**src/rtl/ird_pkg.sv**
```systemverilog
// Shared types, constants and helpers for the radix digit converter.
// Depends on nothing; every rtl file refers to it by scoped names.
`default_nettype none

package ird_pkg;

  // Field widths
  localparam int unsigned VALUE_W = 31;
  localparam int unsigned RADIX_W = 6;
  localparam int unsigned CHAR_W  = 7;

  // Digit store default depth
  localparam int unsigned DIGIT_CAPACITY = 32;

  // Radix limits and reset value
  localparam logic [RADIX_W-1:0] RADIX_MIN   = 6'd2;
  localparam logic [RADIX_W-1:0] RADIX_MAX   = 6'd36;
  localparam logic [RADIX_W-1:0] RADIX_RESET = 6'd10;

  // Divider: quotient bits resolved per cycle, padded dividend width
  localparam int unsigned DIV_STEP   = 4;
  localparam int unsigned DIV_CYCLES = (VALUE_W + DIV_STEP - 1) / DIV_STEP;
  localparam int unsigned DIV_W      = DIV_CYCLES * DIV_STEP;
  localparam int unsigned DIV_CNT_W  = $clog2(DIV_CYCLES + 1);

  // ASCII codes
  localparam logic [CHAR_W-1:0]  ASCII_ZERO = 7'd48;
  localparam logic [CHAR_W-1:0]  ASCII_A    = 7'd65;
  localparam logic [RADIX_W-1:0] DEC_DIGITS = 6'd10;

  typedef enum logic [2:0] {
    ST_IDLE,
    ST_DIV_START,
    ST_DIV_WAIT,
    ST_EMIT_RD,
    ST_EMIT_LD
  } state_e;

  typedef struct packed {
    logic               start;
    logic [VALUE_W-1:0] dividend;
    logic [RADIX_W-1:0] divisor;
  } div_req_t;

  typedef struct packed {
    logic               busy;
    logic               done;
    logic [VALUE_W-1:0] quotient;
    logic [RADIX_W-1:0] remainder;
  } div_rsp_t;

  // Clamp a programmed radix into the supported range
  function automatic logic [RADIX_W-1:0] clamp_radix(input logic [RADIX_W-1:0] r);
    logic [RADIX_W-1:0] res;
    if (r < RADIX_MIN) begin
      res = RADIX_MIN;
    end else if (r > RADIX_MAX) begin
      res = RADIX_MAX;
    end else begin
      res = r;
    end
    return res;
  endfunction

  // Map a digit value to '0'-'9' or 'A'-'Z'
  function automatic logic [CHAR_W-1:0] digit_ascii(input logic [RADIX_W-1:0] d);
    logic [CHAR_W-1:0] res;
    if (d < DEC_DIGITS) begin
      res = ASCII_ZERO + CHAR_W'(d);
    end else begin
      res = ASCII_A + CHAR_W'(d - DEC_DIGITS);
    end
    return res;
  endfunction

endpackage

`default_nettype wire

```
**src/rtl/ird_div.sv**
```systemverilog
// Iterative restoring divider: 31-bit dividend by a 6-bit divisor,
// DIV_STEP quotient bits per cycle. Depends on ird_pkg.
`default_nettype none

module ird_div (
  input  wire logic              clk_i,
  input  wire logic              rst_ni,
  input  wire ird_pkg::div_req_t req_i,
  output ird_pkg::div_rsp_t      rsp_o
);

  logic [ird_pkg::DIV_W-1:0]     shreg_q, shreg_d;
  logic [ird_pkg::RADIX_W-1:0]   rem_q, rem_d;
  logic [ird_pkg::RADIX_W-1:0]   divisor_q;
  logic [ird_pkg::DIV_CNT_W-1:0] cnt_q, cnt_d;
  logic                          busy_q, busy_d;
  logic                          done_q, done_d;
  logic [ird_pkg::DIV_W-1:0]     sh_step;
  logic [ird_pkg::RADIX_W:0]     rem_step;

  // Resolve DIV_STEP quotient bits, MSB first
  always_comb begin
    sh_step  = shreg_q;
    rem_step = {1'b0, rem_q};
    for (int i = 0; i < int'(ird_pkg::DIV_STEP); i++) begin
      rem_step = {rem_step[ird_pkg::RADIX_W-1:0], sh_step[ird_pkg::DIV_W-1]};
      sh_step  = {sh_step[ird_pkg::DIV_W-2:0], 1'b0};
      if (rem_step >= {1'b0, divisor_q}) begin
        rem_step   = rem_step - {1'b0, divisor_q};
        sh_step[0] = 1'b1;
      end
    end
  end

  // Load on start, advance while busy, pulse done after the last step
  always_comb begin
    shreg_d = shreg_q;
    rem_d   = rem_q;
    cnt_d   = cnt_q;
    busy_d  = busy_q;
    done_d  = 1'b0;
    if (req_i.start) begin
      shreg_d = ird_pkg::DIV_W'(req_i.dividend);
      rem_d   = '0;
      cnt_d   = ird_pkg::DIV_CNT_W'(ird_pkg::DIV_CYCLES);
      busy_d  = 1'b1;
    end else if (busy_q) begin
      shreg_d = sh_step;
      rem_d   = rem_step[ird_pkg::RADIX_W-1:0];
      cnt_d   = cnt_q - 1'b1;
      if (cnt_q == ird_pkg::DIV_CNT_W'(1)) begin
        busy_d = 1'b0;
        done_d = 1'b1;
      end
    end
  end

  always_ff @(posedge clk_i or negedge rst_ni) begin
    if (!rst_ni) begin
      cnt_q  <= '0;
      busy_q <= 1'b0;
      done_q <= 1'b0;
    end else begin
      cnt_q  <= cnt_d;
      busy_q <= busy_d;
      done_q <= done_d;
    end
  end

  // Datapath registers hold without reset
  always_ff @(posedge clk_i) begin
    shreg_q <= shreg_d;
    rem_q   <= rem_d;
    if (req_i.start) begin
      divisor_q <= req_i.divisor;
    end
  end

  assign rsp_o.busy      = busy_q;
  assign rsp_o.done      = done_q;
  assign rsp_o.quotient  = shreg_q[ird_pkg::VALUE_W-1:0];
  assign rsp_o.remainder = rem_q;

endmodule

`default_nettype wire

```
**src/rtl/ird_store.sv**
```systemverilog
// Digit store: one write port, one registered read port.
// Depends on ird_pkg for the digit width.
`default_nettype none

module ird_store #(
  parameter int unsigned Depth = ird_pkg::DIGIT_CAPACITY,
  localparam int unsigned IdxW = $clog2(Depth)
) (
  input  wire logic                        clk_i,
  input  wire logic                        we_i,
  input  wire logic [IdxW-1:0]             waddr_i,
  input  wire logic [ird_pkg::RADIX_W-1:0] wdata_i,
  input  wire logic                        re_i,
  input  wire logic [IdxW-1:0]             raddr_i,
  output logic      [ird_pkg::RADIX_W-1:0] rdata_o
);

  logic [ird_pkg::RADIX_W-1:0] mem_q [Depth];

  // Write remainders as they come out of the divider
  always_ff @(posedge clk_i) begin
    if (we_i) begin
      mem_q[waddr_i] <= wdata_i;
    end
  end

  // Registered read, held between reads
  always_ff @(posedge clk_i) begin
    if (re_i) begin
      rdata_o <= mem_q[raddr_i];
    end
  end

endmodule

`default_nettype wire

```
**src/rtl/integer_to_radix_digits.sv**
```systemverilog
// Top level: sequencer, radix register, output register; instantiates
// ird_div and ird_store. Depends on ird_pkg.
//
//  channel | signals                                 | direction
//  cfg     | cfg_valid_i, cfg_ready_o, cfg_radix_i   | in  (radix write)
//  in      | in_valid_i, in_ready_o, value_i         | in  (one value per beat)
//  out     | out_valid_o, out_ready_i, digit_char_o, | out (one digit per beat,
//          | last_o                                  |      MSD first)
//
// For each digit of a value, the sequencer passes a start state, waits on
// the DIV_CYCLES iterations of the shared divider and stores the remainder;
// then, per digit, it reads the digit store and loads the output
// register.
// in_ready_o is high only while the sequencer is idle. A stalled output
// holds the sequencer in the emit phase. Reset is asynchronous, active low,
// and sets the radix to 10; the digit store needs no clearing.
`default_nettype none

module integer_to_radix_digits #(
  parameter int unsigned DigitCapacity = ird_pkg::DIGIT_CAPACITY,
  localparam int unsigned IdxW = $clog2(DigitCapacity),
  localparam int unsigned CntW = $clog2(DigitCapacity + 1)
) (
  input  wire logic                        clk_i,
  input  wire logic                        rst_ni,
  input  wire logic                        cfg_valid_i,
  output logic                             cfg_ready_o,
  input  wire logic [ird_pkg::RADIX_W-1:0] cfg_radix_i,
  input  wire logic                        in_valid_i,
  output logic                             in_ready_o,
  input  wire logic [ird_pkg::VALUE_W-1:0] value_i,
  output logic                             out_valid_o,
  input  wire logic                        out_ready_i,
  output logic      [ird_pkg::CHAR_W-1:0]  digit_char_o,
  output logic                             last_o
);

  ird_pkg::state_e             state_q, state_d;
  logic [ird_pkg::RADIX_W-1:0] radix_q;
  logic [ird_pkg::RADIX_W-1:0] radix_eff_q, radix_eff_d;
  logic [ird_pkg::VALUE_W-1:0] dividend_q, dividend_d;
  logic [CntW-1:0]             cnt_q, cnt_d;
  logic [IdxW-1:0]             ptr_q, ptr_d;
  logic                        out_valid_q, out_valid_d;
  logic [ird_pkg::CHAR_W-1:0]  digit_q, digit_d;
  logic                        last_q, last_d;
  logic                        slot_free;
  logic                        store_we;
  logic                        store_re;
  logic [ird_pkg::RADIX_W-1:0] store_rdata;
  ird_pkg::div_req_t           div_req;
  ird_pkg::div_rsp_t           div_rsp;

  assign cfg_ready_o = 1'b1;
  assign slot_free   = !out_valid_q || out_ready_i;

  // Radix register
  always_ff @(posedge clk_i or negedge rst_ni) begin
    if (!rst_ni) begin
      radix_q <= ird_pkg::RADIX_RESET;
    end else if (cfg_valid_i && cfg_ready_o) begin
      radix_q <= cfg_radix_i;
    end
  end

  // Sequencer: accept, divide digit by digit, emit from the top down
  always_comb begin
    state_d     = state_q;
    radix_eff_d = radix_eff_q;
    dividend_d  = dividend_q;
    cnt_d       = cnt_q;
    ptr_d       = ptr_q;
    out_valid_d = out_valid_q && !out_ready_i;
    digit_d     = digit_q;
    last_d      = last_q;
    in_ready_o  = 1'b0;
    store_we    = 1'b0;
    store_re    = 1'b0;
    div_req.start    = 1'b0;
    div_req.dividend = dividend_q;
    div_req.divisor  = radix_eff_q;
    unique case (state_q)
      ird_pkg::ST_IDLE: begin
        in_ready_o = 1'b1;
        if (in_valid_i) begin
          dividend_d  = value_i;
          radix_eff_d = ird_pkg::clamp_radix(radix_q);
          cnt_d       = '0;
          state_d     = ird_pkg::ST_DIV_START;
        end
      end
      ird_pkg::ST_DIV_START: begin
        div_req.start = 1'b1;
        state_d       = ird_pkg::ST_DIV_WAIT;
      end
      ird_pkg::ST_DIV_WAIT: begin
        if (div_rsp.done) begin
          if (cnt_q < CntW'(DigitCapacity)) begin
            store_we = 1'b1;
            cnt_d    = cnt_q + 1'b1;
          end
          ptr_d      = IdxW'(cnt_d - 1'b1);
          dividend_d = div_rsp.quotient;
          if (div_rsp.quotient == '0) begin
            state_d = ird_pkg::ST_EMIT_RD;
          end else begin
            state_d = ird_pkg::ST_DIV_START;
          end
        end
      end
      ird_pkg::ST_EMIT_RD: begin
        store_re = 1'b1;
        state_d  = ird_pkg::ST_EMIT_LD;
      end
      ird_pkg::ST_EMIT_LD: begin
        if (slot_free) begin
          out_valid_d = 1'b1;
          digit_d     = ird_pkg::digit_ascii(store_rdata);
          last_d      = (ptr_q == '0);
          if (ptr_q == '0) begin
            state_d = ird_pkg::ST_IDLE;
          end else begin
            ptr_d   = ptr_q - 1'b1;
            state_d = ird_pkg::ST_EMIT_RD;
          end
        end
      end
      default: begin
        state_d = ird_pkg::ST_IDLE;
      end
    endcase
  end

  always_ff @(posedge clk_i or negedge rst_ni) begin
    if (!rst_ni) begin
      state_q     <= ird_pkg::ST_IDLE;
      cnt_q       <= '0;
      out_valid_q <= 1'b0;
    end else begin
      state_q     <= state_d;
      cnt_q       <= cnt_d;
      out_valid_q <= out_valid_d;
    end
  end

  // Payload registers hold without reset
  always_ff @(posedge clk_i) begin
    radix_eff_q <= radix_eff_d;
    dividend_q  <= dividend_d;
    ptr_q       <= ptr_d;
    digit_q     <= digit_d;
    last_q      <= last_d;
  end

  ird_div u_div (
    .clk_i  (clk_i),
    .rst_ni (rst_ni),
    .req_i  (div_req),
    .rsp_o  (div_rsp)
  );

  ird_store #(
    .Depth (DigitCapacity)
  ) u_store (
    .clk_i   (clk_i),
    .we_i    (store_we),
    .waddr_i (cnt_q[IdxW-1:0]),
    .wdata_i (div_rsp.remainder),
    .re_i    (store_re),
    .raddr_i (ptr_q),
    .rdata_o (store_rdata)
  );

  assign out_valid_o  = out_valid_q;
  assign digit_char_o = digit_q;
  assign last_o       = last_q;

`ifndef SYNTHESIS
  // Divider never runs while a new value can be taken
  a_idle_div_quiet: assert property (@(posedge clk_i) disable iff (!rst_ni)
    in_ready_o |-> !div_rsp.busy && !div_rsp.done)
    else $error("divider active while idle");

  // Each remainder is a valid digit of the current radix
  a_rem_in_range: assert property (@(posedge clk_i) disable iff (!rst_ni)
    div_rsp.done |-> div_rsp.remainder < radix_eff_q)
    else $error("remainder not below radix");

  // Digit count stays within the store
  a_cnt_bound: assert property (@(posedge clk_i) disable iff (!rst_ni)
    cnt_q <= CntW'(DigitCapacity))
    else $error("digit count beyond capacity");

  // Every presented digit is a legal ASCII digit
  a_char_legal: assert property (@(posedge clk_i) disable iff (!rst_ni)
    out_valid_o |-> (digit_char_o >= 7'd48 && digit_char_o <= 7'd57) ||
                    (digit_char_o >= 7'd65 && digit_char_o <= 7'd90))
    else $error("digit character out of range");
`endif

endmodule

`default_nettype wire
```
**config.mk**
```make
export PLATFORM = sky130hd
export DESIGN_NAME = integer_to_radix_digits
export DESIGN_NICKNAME = d
export VERILOG_FILES = /design/src/rtl/ird_pkg.sv /design/src/rtl/ird_div.sv /design/src/rtl/ird_store.sv /design/src/rtl/integer_to_radix_digits.sv
export SDC_FILE = /design/constraint.sdc
export NUM_CORES = 1
export LEC_CHECK = 0
export ABC_CLOCK_PERIOD_IN_PS = 15300
export BUFFER_PORTS_ARGS = -buffer_cell sky130_fd_sc_hd__buf_2
export CAP_MARGIN = 5
export CORE_MARGIN = 1.5
export CORE_UTILIZATION = 59
export DETAILED_ROUTE_END_ITERATION = 8
export PLACE_DENSITY = 0.77
export SYNTH_ARGS = -nofsm -noshare
export SYNTH_HDL_FRONTEND = slang
export SYNTH_SLANG_ARGS = --single-unit
export TNS_END_PERCENT = 100
```
**constraint.sdc**
```tcl
create_clock -name clk_i -period 15.3 [get_ports clk_i]
set_input_delay 3.06 -clock clk_i [delete_from_list [all_inputs] [get_ports clk_i]]
set_output_delay 3.06 -clock clk_i [all_outputs]
set_load 0.03 [all_outputs]
```
==> flow_metrics.tcl, run 1 <==
set metrics [dict create \
    p_leak_uw 0.006354 \
    first_global_vias 8143 \
    final_util_pct 67.11 \
    diodes 0 \
    yosysWarnings 0 \
    critPathBufInv 0 \
    drv_cap 0 \
    path_delay_family "compound AO/OA/AOI/OAI gates" \
    synthMuxAreaShare_pct 12.13 \
    critPathCaptureType "flop" \
    cts_sinks 314 \
    cts_setup_buffers 0 \
    cts_tree "yes" \
    htree_levels 1 \
    synth_fa_ha_area_share_pct 3.637 \
    synthCells 999 \
    dp_hpwl_microns 18020 \
    postSynth.asyncResetShare_pct 7.006 \
    clk_pin_slew_ns 0.06 \
    start_util_pct 60.20 \
    rows 56 \
    ys_ff_latch 314 \
    ctsHoldBuffers 0 \
    drtPass1Iterations 5 \
    synth_area_sq_um 14170 \
    antenna_left 0 \
    core_area_sq_um 23540 \
    final-setup-viol-count 0 \
    antenna_found_initial 0 \
    synth_nets 1079 \
    synthSimpleGateAreaFrac_pct 10.57 \
    startpoint_type "flop" \
    postCtsResizedCells 0 \
    synth_ff_type "edfxtp_1" \
    synth_edf_count 285 \
    hp-class "flop to flop" \
    cts.root.buffer_cell "clkbuf_16" \
    clockBufferDepth 3 \
    grt_setup_unrepaired "no" \
    pwr_density_cell_nw_per_um2 110.0 \
    finalSetupTns_ns 0 \
    drtIter0Drc 692 \
    clock.fmax_mhz 110.8 \
    finClkSkew_ns 0.02306 \
    ys_types 72 \
    finalCriticalPeriod_ns 9.027 \
    via_per_inst 5.890 \
    cp_max_fo 35 \
    gr-total-overflow 0 \
    slew_headroom_pct 17.59 \
    syn_area_per_cell_sq_um 14.19 \
    die_area_sq_um 24960 \
    nets 1126 \
    cpMostUsedCell "ha_1" \
    grt_pass1_wl_microns 44670 \
    hold_viol 0 \
    synth_top_family_by_area "multiplexers" \
    peakVddDrop_uv 82.71 \
    slew_violations 0 \
    die_h_microns 158.0 \
    wl_per_cell_microns 20.79 \
    worst_slew_pin_slew_ns 1.235 \
    port_buffers 51 \
    grt_usage_pct 23.86 \
    cp_slowest_cell "dfxtp_1" \
    syn_to_final_growth_pct 11.48 \
    clock_latency_ns 0.58 \
    ios 53 \
    synth_compound_gate_area_share_pct 4.547 \
    cts_inserted_buffers 31 \
    cp_slowest_stage_delay_ns 1.14 \
    grt_max_degree 51 \
    timing_worst_setup_path_type "flop to flop" \
    crit_required_ns 15.82 \
    run_status "completed" \
    finalWeightedCongestion 0.8715 \
    crit_arrival_ns 9.54 \
    seq_area_frac_synth_pct 65.28 \
    drive_gt1_share_pct 19.51 \
    wirelength_microns 28900 \
    drc 0 \
    fp.dieW_microns 158.0 \
    period_share_pct 59.00 \
    vias 8187 \
    synthXorXnorAreaFrac_pct 1.607 \
]
[cell usage after synthesis (3+ instances only)]
master    number  share of area (%)
nand2_1      213                5.6
dfrtp_1       20                3.5
nand3b_1       3               0.16
mux2_2        19                1.5
mux2i_1       11               0.78
o21a_1         3               0.16
edfxtp_1     285                 60
nor4_1         9               0.40
inv_1         34               0.90
nor3_1        10               0.35
a21oi_1       21               0.74
nand3_1       10               0.35
xor2_1         9               0.56
dfxtp_1        7               0.99
a21o_1         9               0.48
ha_1          34                3.0
nor2_1        71                1.9
nor2b_1       10               0.44
a31oi_1        3               0.13
buf_1          7               0.19
o21ai_0       30                1.1
fa_1           4               0.57
and2_1         3               0.13
clkbuf_1      35               0.93
and3_1         3               0.13
xnor2_1       17                1.1
mux4_2        60                9.5
[through the flow]
stage	worst slack, ns	cells	instance area [sq um]	hold WS, ns	power [uW]
after floorplan	7.770	999	14170	0.4003	947.8
after CTS	6.362	1390	15800	0.4246	1749
after global placement	6.729	1332	14710	0.4036	954.2
after detailed placement	6.486	1332	14710	0.4110	954.6
after global routing	5.596	1390	15800	0.4270	1781
final	6.273	1390	15800	0.4153	1738
[area by class of cell]
cell class	count	area (sq um)
Sequential cell	314	9251
Multi-Input combinational cell	605	4608
Timing Repair Buffer	59	315.3
Clock inverter	23	272.8
Fill cell	1583	7744
Tap cell	319	399.1
Clock buffer	35	820.8
Inverter	35	131.4
[cell families after synthesis]
kind of cell | after synthesis
other | 1
multiplexers | 93
XOR/XNOR | 26
flip-flops | 314
AO/OA/AOI/OAI | 95
buffers and inverters | 80
adder cells (fa/ha/maj) | 39
AND/OR/NAND/NOR | 351
[placed cells by master, fill, tap and decap left out, drive strengths merged, types with 3 or more instances in the layout]
master    instances
edfxtp          285
nand2           213
nor2             71
mux4             60
buf              59
inv              37
clkbuf           35
ha               34
o21ai            33
a21oi            22
mux2             21
dfrtp            20
xnor2            17
mux2i            12
nor3             11
clkinv           11
nor2b            10
nand3            10
a21o              9
nor4              9
xor2              9
dfxtp             7
clkinvlp          5
bufinv            5
and3              5
fa                4
a31oi             3
o21a              3
and2              3
nand3b            3
[where the power goes]
group	switching [uW]	total (uW)	internal [uW]
Clock	329	802	473
Combinational	4.68	10.7	6.07
Sequential	1.25	926	924
[worst paths after layout]
path / from / end / slack [ns] / cells past startpoint
worst max-delay path: u_div.rem_q[1] / u_div.rem_q[0] / 6.27 / 29
worst max register to register: u_div.rem_q[1] / u_div.rem_q[0] / 6.27 / 29
min in group asynchronous: rst_ni / u_div.cnt_q[0] / 2.49 / 1
max in group asynchronous: rst_ni / cnt_q[4] / 12.42 / 1
worst min-delay path: radix_eff_q[0] / u_div.divisor_q[0] / 0.42 / 0
worst min register to register: radix_eff_q[0] / u_div.divisor_q[0] / 0.42 / 0
[metal layers]
metal	routed length (microns)	vias up	track usage, %	part of all wire, %
li1	-	3788	-	-
met1	11480	4071	30.33	40
met2	15060	274	42.13	52
met3	1474	54	3.312	5.1
met4	883	0	8.456	3.1
met5	0	-	0	0
[sequential cells by signal, summed over array words and instances, names as in the netlist, 3 cells and up]
register / flops
u_div.cnt_q: 4
dividend_q: 31
u_store.rdata_o: 6
radix_eff_q: 6
u_store.mem_q: 192
u_div.divisor_q: 6
u_div.shreg_q: 32
radix_q: 6
ptr_q: 5
digit_char_o: 7
u_div.rem_q: 6
state_q: 3
cnt_q: 6
Note: power is estimated with default switching activity, not from simulation.
==> run 2, diff against run 1 <==
Settings changed: ABC_AREA set to 1, ABC_CLOCK_PERIOD_IN_PS 15300 to 9200.
Clock period 15.3 ns to 9.2 ns, I/O delays scaled along.
==> flow_metrics.tcl, run 2 <==
set metrics [dict create \
    run_status "completed" \
    ctsHoldBuffers 0 \
    drtIter0Drc 870 \
    gr-total-overflow 0 \
    reg2reg_to "u_div.shreg_q[0]" \
    r2r_slack_ns 2.03 \
    postSynth.asyncResetShare_pct 7.006 \
    synthCells 1302 \
    ys_top_cells_by_area "edfxtp_1 60%, o21ai_0 6.0%, nand2_1 5.3%" \
    met1_length_microns 12520 \
    whs_endpoint "u_div.divisor_q[4]" \
    path_delay_family "compound AO/OA/AOI/OAI gates" \
    die_area_sq_um 25160 \
    route.met2.wl_microns 15820 \
    clock.fmax_mhz 139.5 \
    core_area_sq_um 23610 \
    synth_nets 1382 \
    final-setup-viol-count 0 \
    startpoint_type "flop" \
    finalWeightedCongestion 0.8817 \
    critPathCaptureType "flop" \
    drc 0 \
    synth_area_sq_um 14290 \
    r2r-start "u_div.rem_q[1]" \
    dp_hpwl_microns 19910 \
    crit_required_ns 9.51 \
    cts_tree "yes" \
    hp-class "flop to flop" \
    synth_ff_type "edfxtp_1" \
    largest_register_ffs 192 \
    min_from "radix_eff_q[4]" \
    synthTopCellsByCount "285 x edfxtp_1, 201 x nand2_1, 172 x o21ai_0, 158 x nor2_1, 122 x inv_1" \
    grt_setup_unrepaired "no" \
    reg2reg_depth 39 \
    cts_sinks 314 \
    fillers 1722 \
    hold_viol 0 \
    ios 53 \
    grt_usage_pct 25.46 \
    syn_area_per_cell_sq_um 10.97 \
    cts_inserted_buffers 31 \
    synth_top_area_share_pct 59.91 \
    multi_input_area_sq_um 4357 \
    min_path_cells 0 \
    top_register "u_store.mem_q" \
    drv_cap 0 \
    finalSetupTns_ns 0 \
    first_global_vias 9424 \
    cp_max_fo 35 \
    highest_layer "met4" \
    die_h_microns 158.6 \
    via_per_inst 5.745 \
    drtPass1Iterations 5 \
    ff_latch_area_sq_um 9251 \
    cts_setup_buffers 0 \
    largestRegisters "u_store.mem_q (192), u_div.shreg_q (32), dividend_q (31)" \
    seq_area_frac_synth_pct 64.76 \
    wirelength_microns 31270 \
    layout_commonest_cell "edfxtp_1" \
    grt_pass1_wl_microns 48820 \
    vias 9698 \
    finClkSkew_ns 0.02927 \
    cp_slowest_cell "dfxtp_1" \
    nets 1425 \
    drive_gt1_share_pct 10.52 \
    clk_pin_slew_ns 0.06 \
    worst_slew_pin_slew_ns 1.227 \
    yosysWarnings 0 \
    crit_arrival_ns 7.48 \
    synth_edf_count 285 \
    ys_ff_latch 314 \
    timing_worst_setup_path_type "flop to flop" \
    yosys.area.top_type "edfxtp_1" \
    start_util_pct 60.50 \
    htree_levels 1 \
    grt_max_degree 97 \
    critPathBufInv 5 \
    finalCriticalPeriod_ns 7.167 \
    wl_per_cell_microns 18.53 \
    antenna_left 0 \
    postCtsResizedCells 0 \
    slew_headroom_pct 18.10 \
    cpMostUsedCell "nand2_1" \
    synth.most_common_cell "edfxtp_1" \
    port_buffers 51 \
    period_share_pct 77.90 \
    syn_to_final_growth_pct 10.65 \
    cp_slowest_stage_delay_ns 1.13 \
    cts.root.buffer_cell "clkbuf_16" \
    clockBufferDepth 3 \
    wl_met3_microns 1832 \
    rows 56 \
    fp.dieW_microns 158.6 \
    ys_types 49 \
    slew_violations 0 \
    diodes 0 \
    final_cell_mix "285 x edfxtp_1, 201 x nand2_1, 172 x o21ai_0" \
    antenna_found_initial 0 \
    clock_latency_ns 0.59 \
]
run 2: logic make-up after synthesis:
group | Yosys count | synth area share (%)
fa+ha+maj | 38 | 3.538
simple gates | 460 | 14.20
compound gates | 284 | 11.20
xor+xnor | 23 | 1.410
other cells | 1 | 0.02625
flops | 314 | 64.76
buf+inv | 182 | 4.870
run 2: area by class of cell:
| class | count | area share (%) |
|---|---|---|
| Clock buffer | 32 | 4.931 |
| Sequential cell | 314 | 58.52 |
| Tap cell | 319 | 2.525 |
| Inverter | 129 | 3.063 |
| Timing Repair Buffer | 63 | 2.185 |
| Clock inverter | 25 | 1.211 |
| Multi-Input combinational cell | 806 | 27.56 |
run 2: worst reg2reg max path: cells and delay by family (launching register included):
kind / cells / cell delay, ns
adder cells (fa/ha/maj): 4 / 1.34
AND/OR/NAND/NOR: 18 / 1.87
AO/OA/AOI/OAI: 12 / 2.25
buffers and inverters: 5 / 0.32
flip-flops: 1 / 1.13
run 2: how the worst max path moves through the flow:
stage / startpoint / endpoint / slack [ns] / cells past startpoint
after floorplan: u_div.rem_q[4] / u_div.shreg_q[0] / 3.00 / 40
after global placement: u_div.rem_q[2] / u_div.shreg_q[0] / 2.40 / 39
after detailed placement: u_div.rem_q[4] / u_div.shreg_q[0] / 2.12 / 39
after CTS: u_div.rem_q[1] / u_div.shreg_q[0] / 2.09 / 39
after global routing: u_div.rem_q[1] / u_div.rem_q[3] / 1.23 / 41
final: u_div.rem_q[1] / u_div.shreg_q[0] / 2.03 / 39
run 2: per-layer routing:
layer | GRT usage (%) | up-vias
met4 | 9.168 | 0
met2 | 44.77 | 342
li1 | - | 4667
met5 | 0 | -
met1 | 32.62 | 4610
met3 | 3.076 | 79
run 2: metrics by stage:
stage | hold WS, ns | setup slack (ns) | instance area (sq um) | cells | utilization, %
after floorplan | 0.4003 | 3.001 | 14290 | 1302 | -
after global placement | 0.4009 | 2.405 | 14840 | 1631 | 62.83
after detailed placement | 0.4063 | 2.115 | 14840 | 1631 | 62.83
after CTS | 0.4110 | 2.088 | 15810 | 1688 | 66.95
after global routing | 0.4113 | 1.235 | 15810 | 1688 | 66.95
final | 0.4108 | 2.033 | 15810 | 1688 | 66.95
Power of run 2 is not shown: default switching activity piles up to over one toggle a cycle in this logic, so the estimate is an artifact.
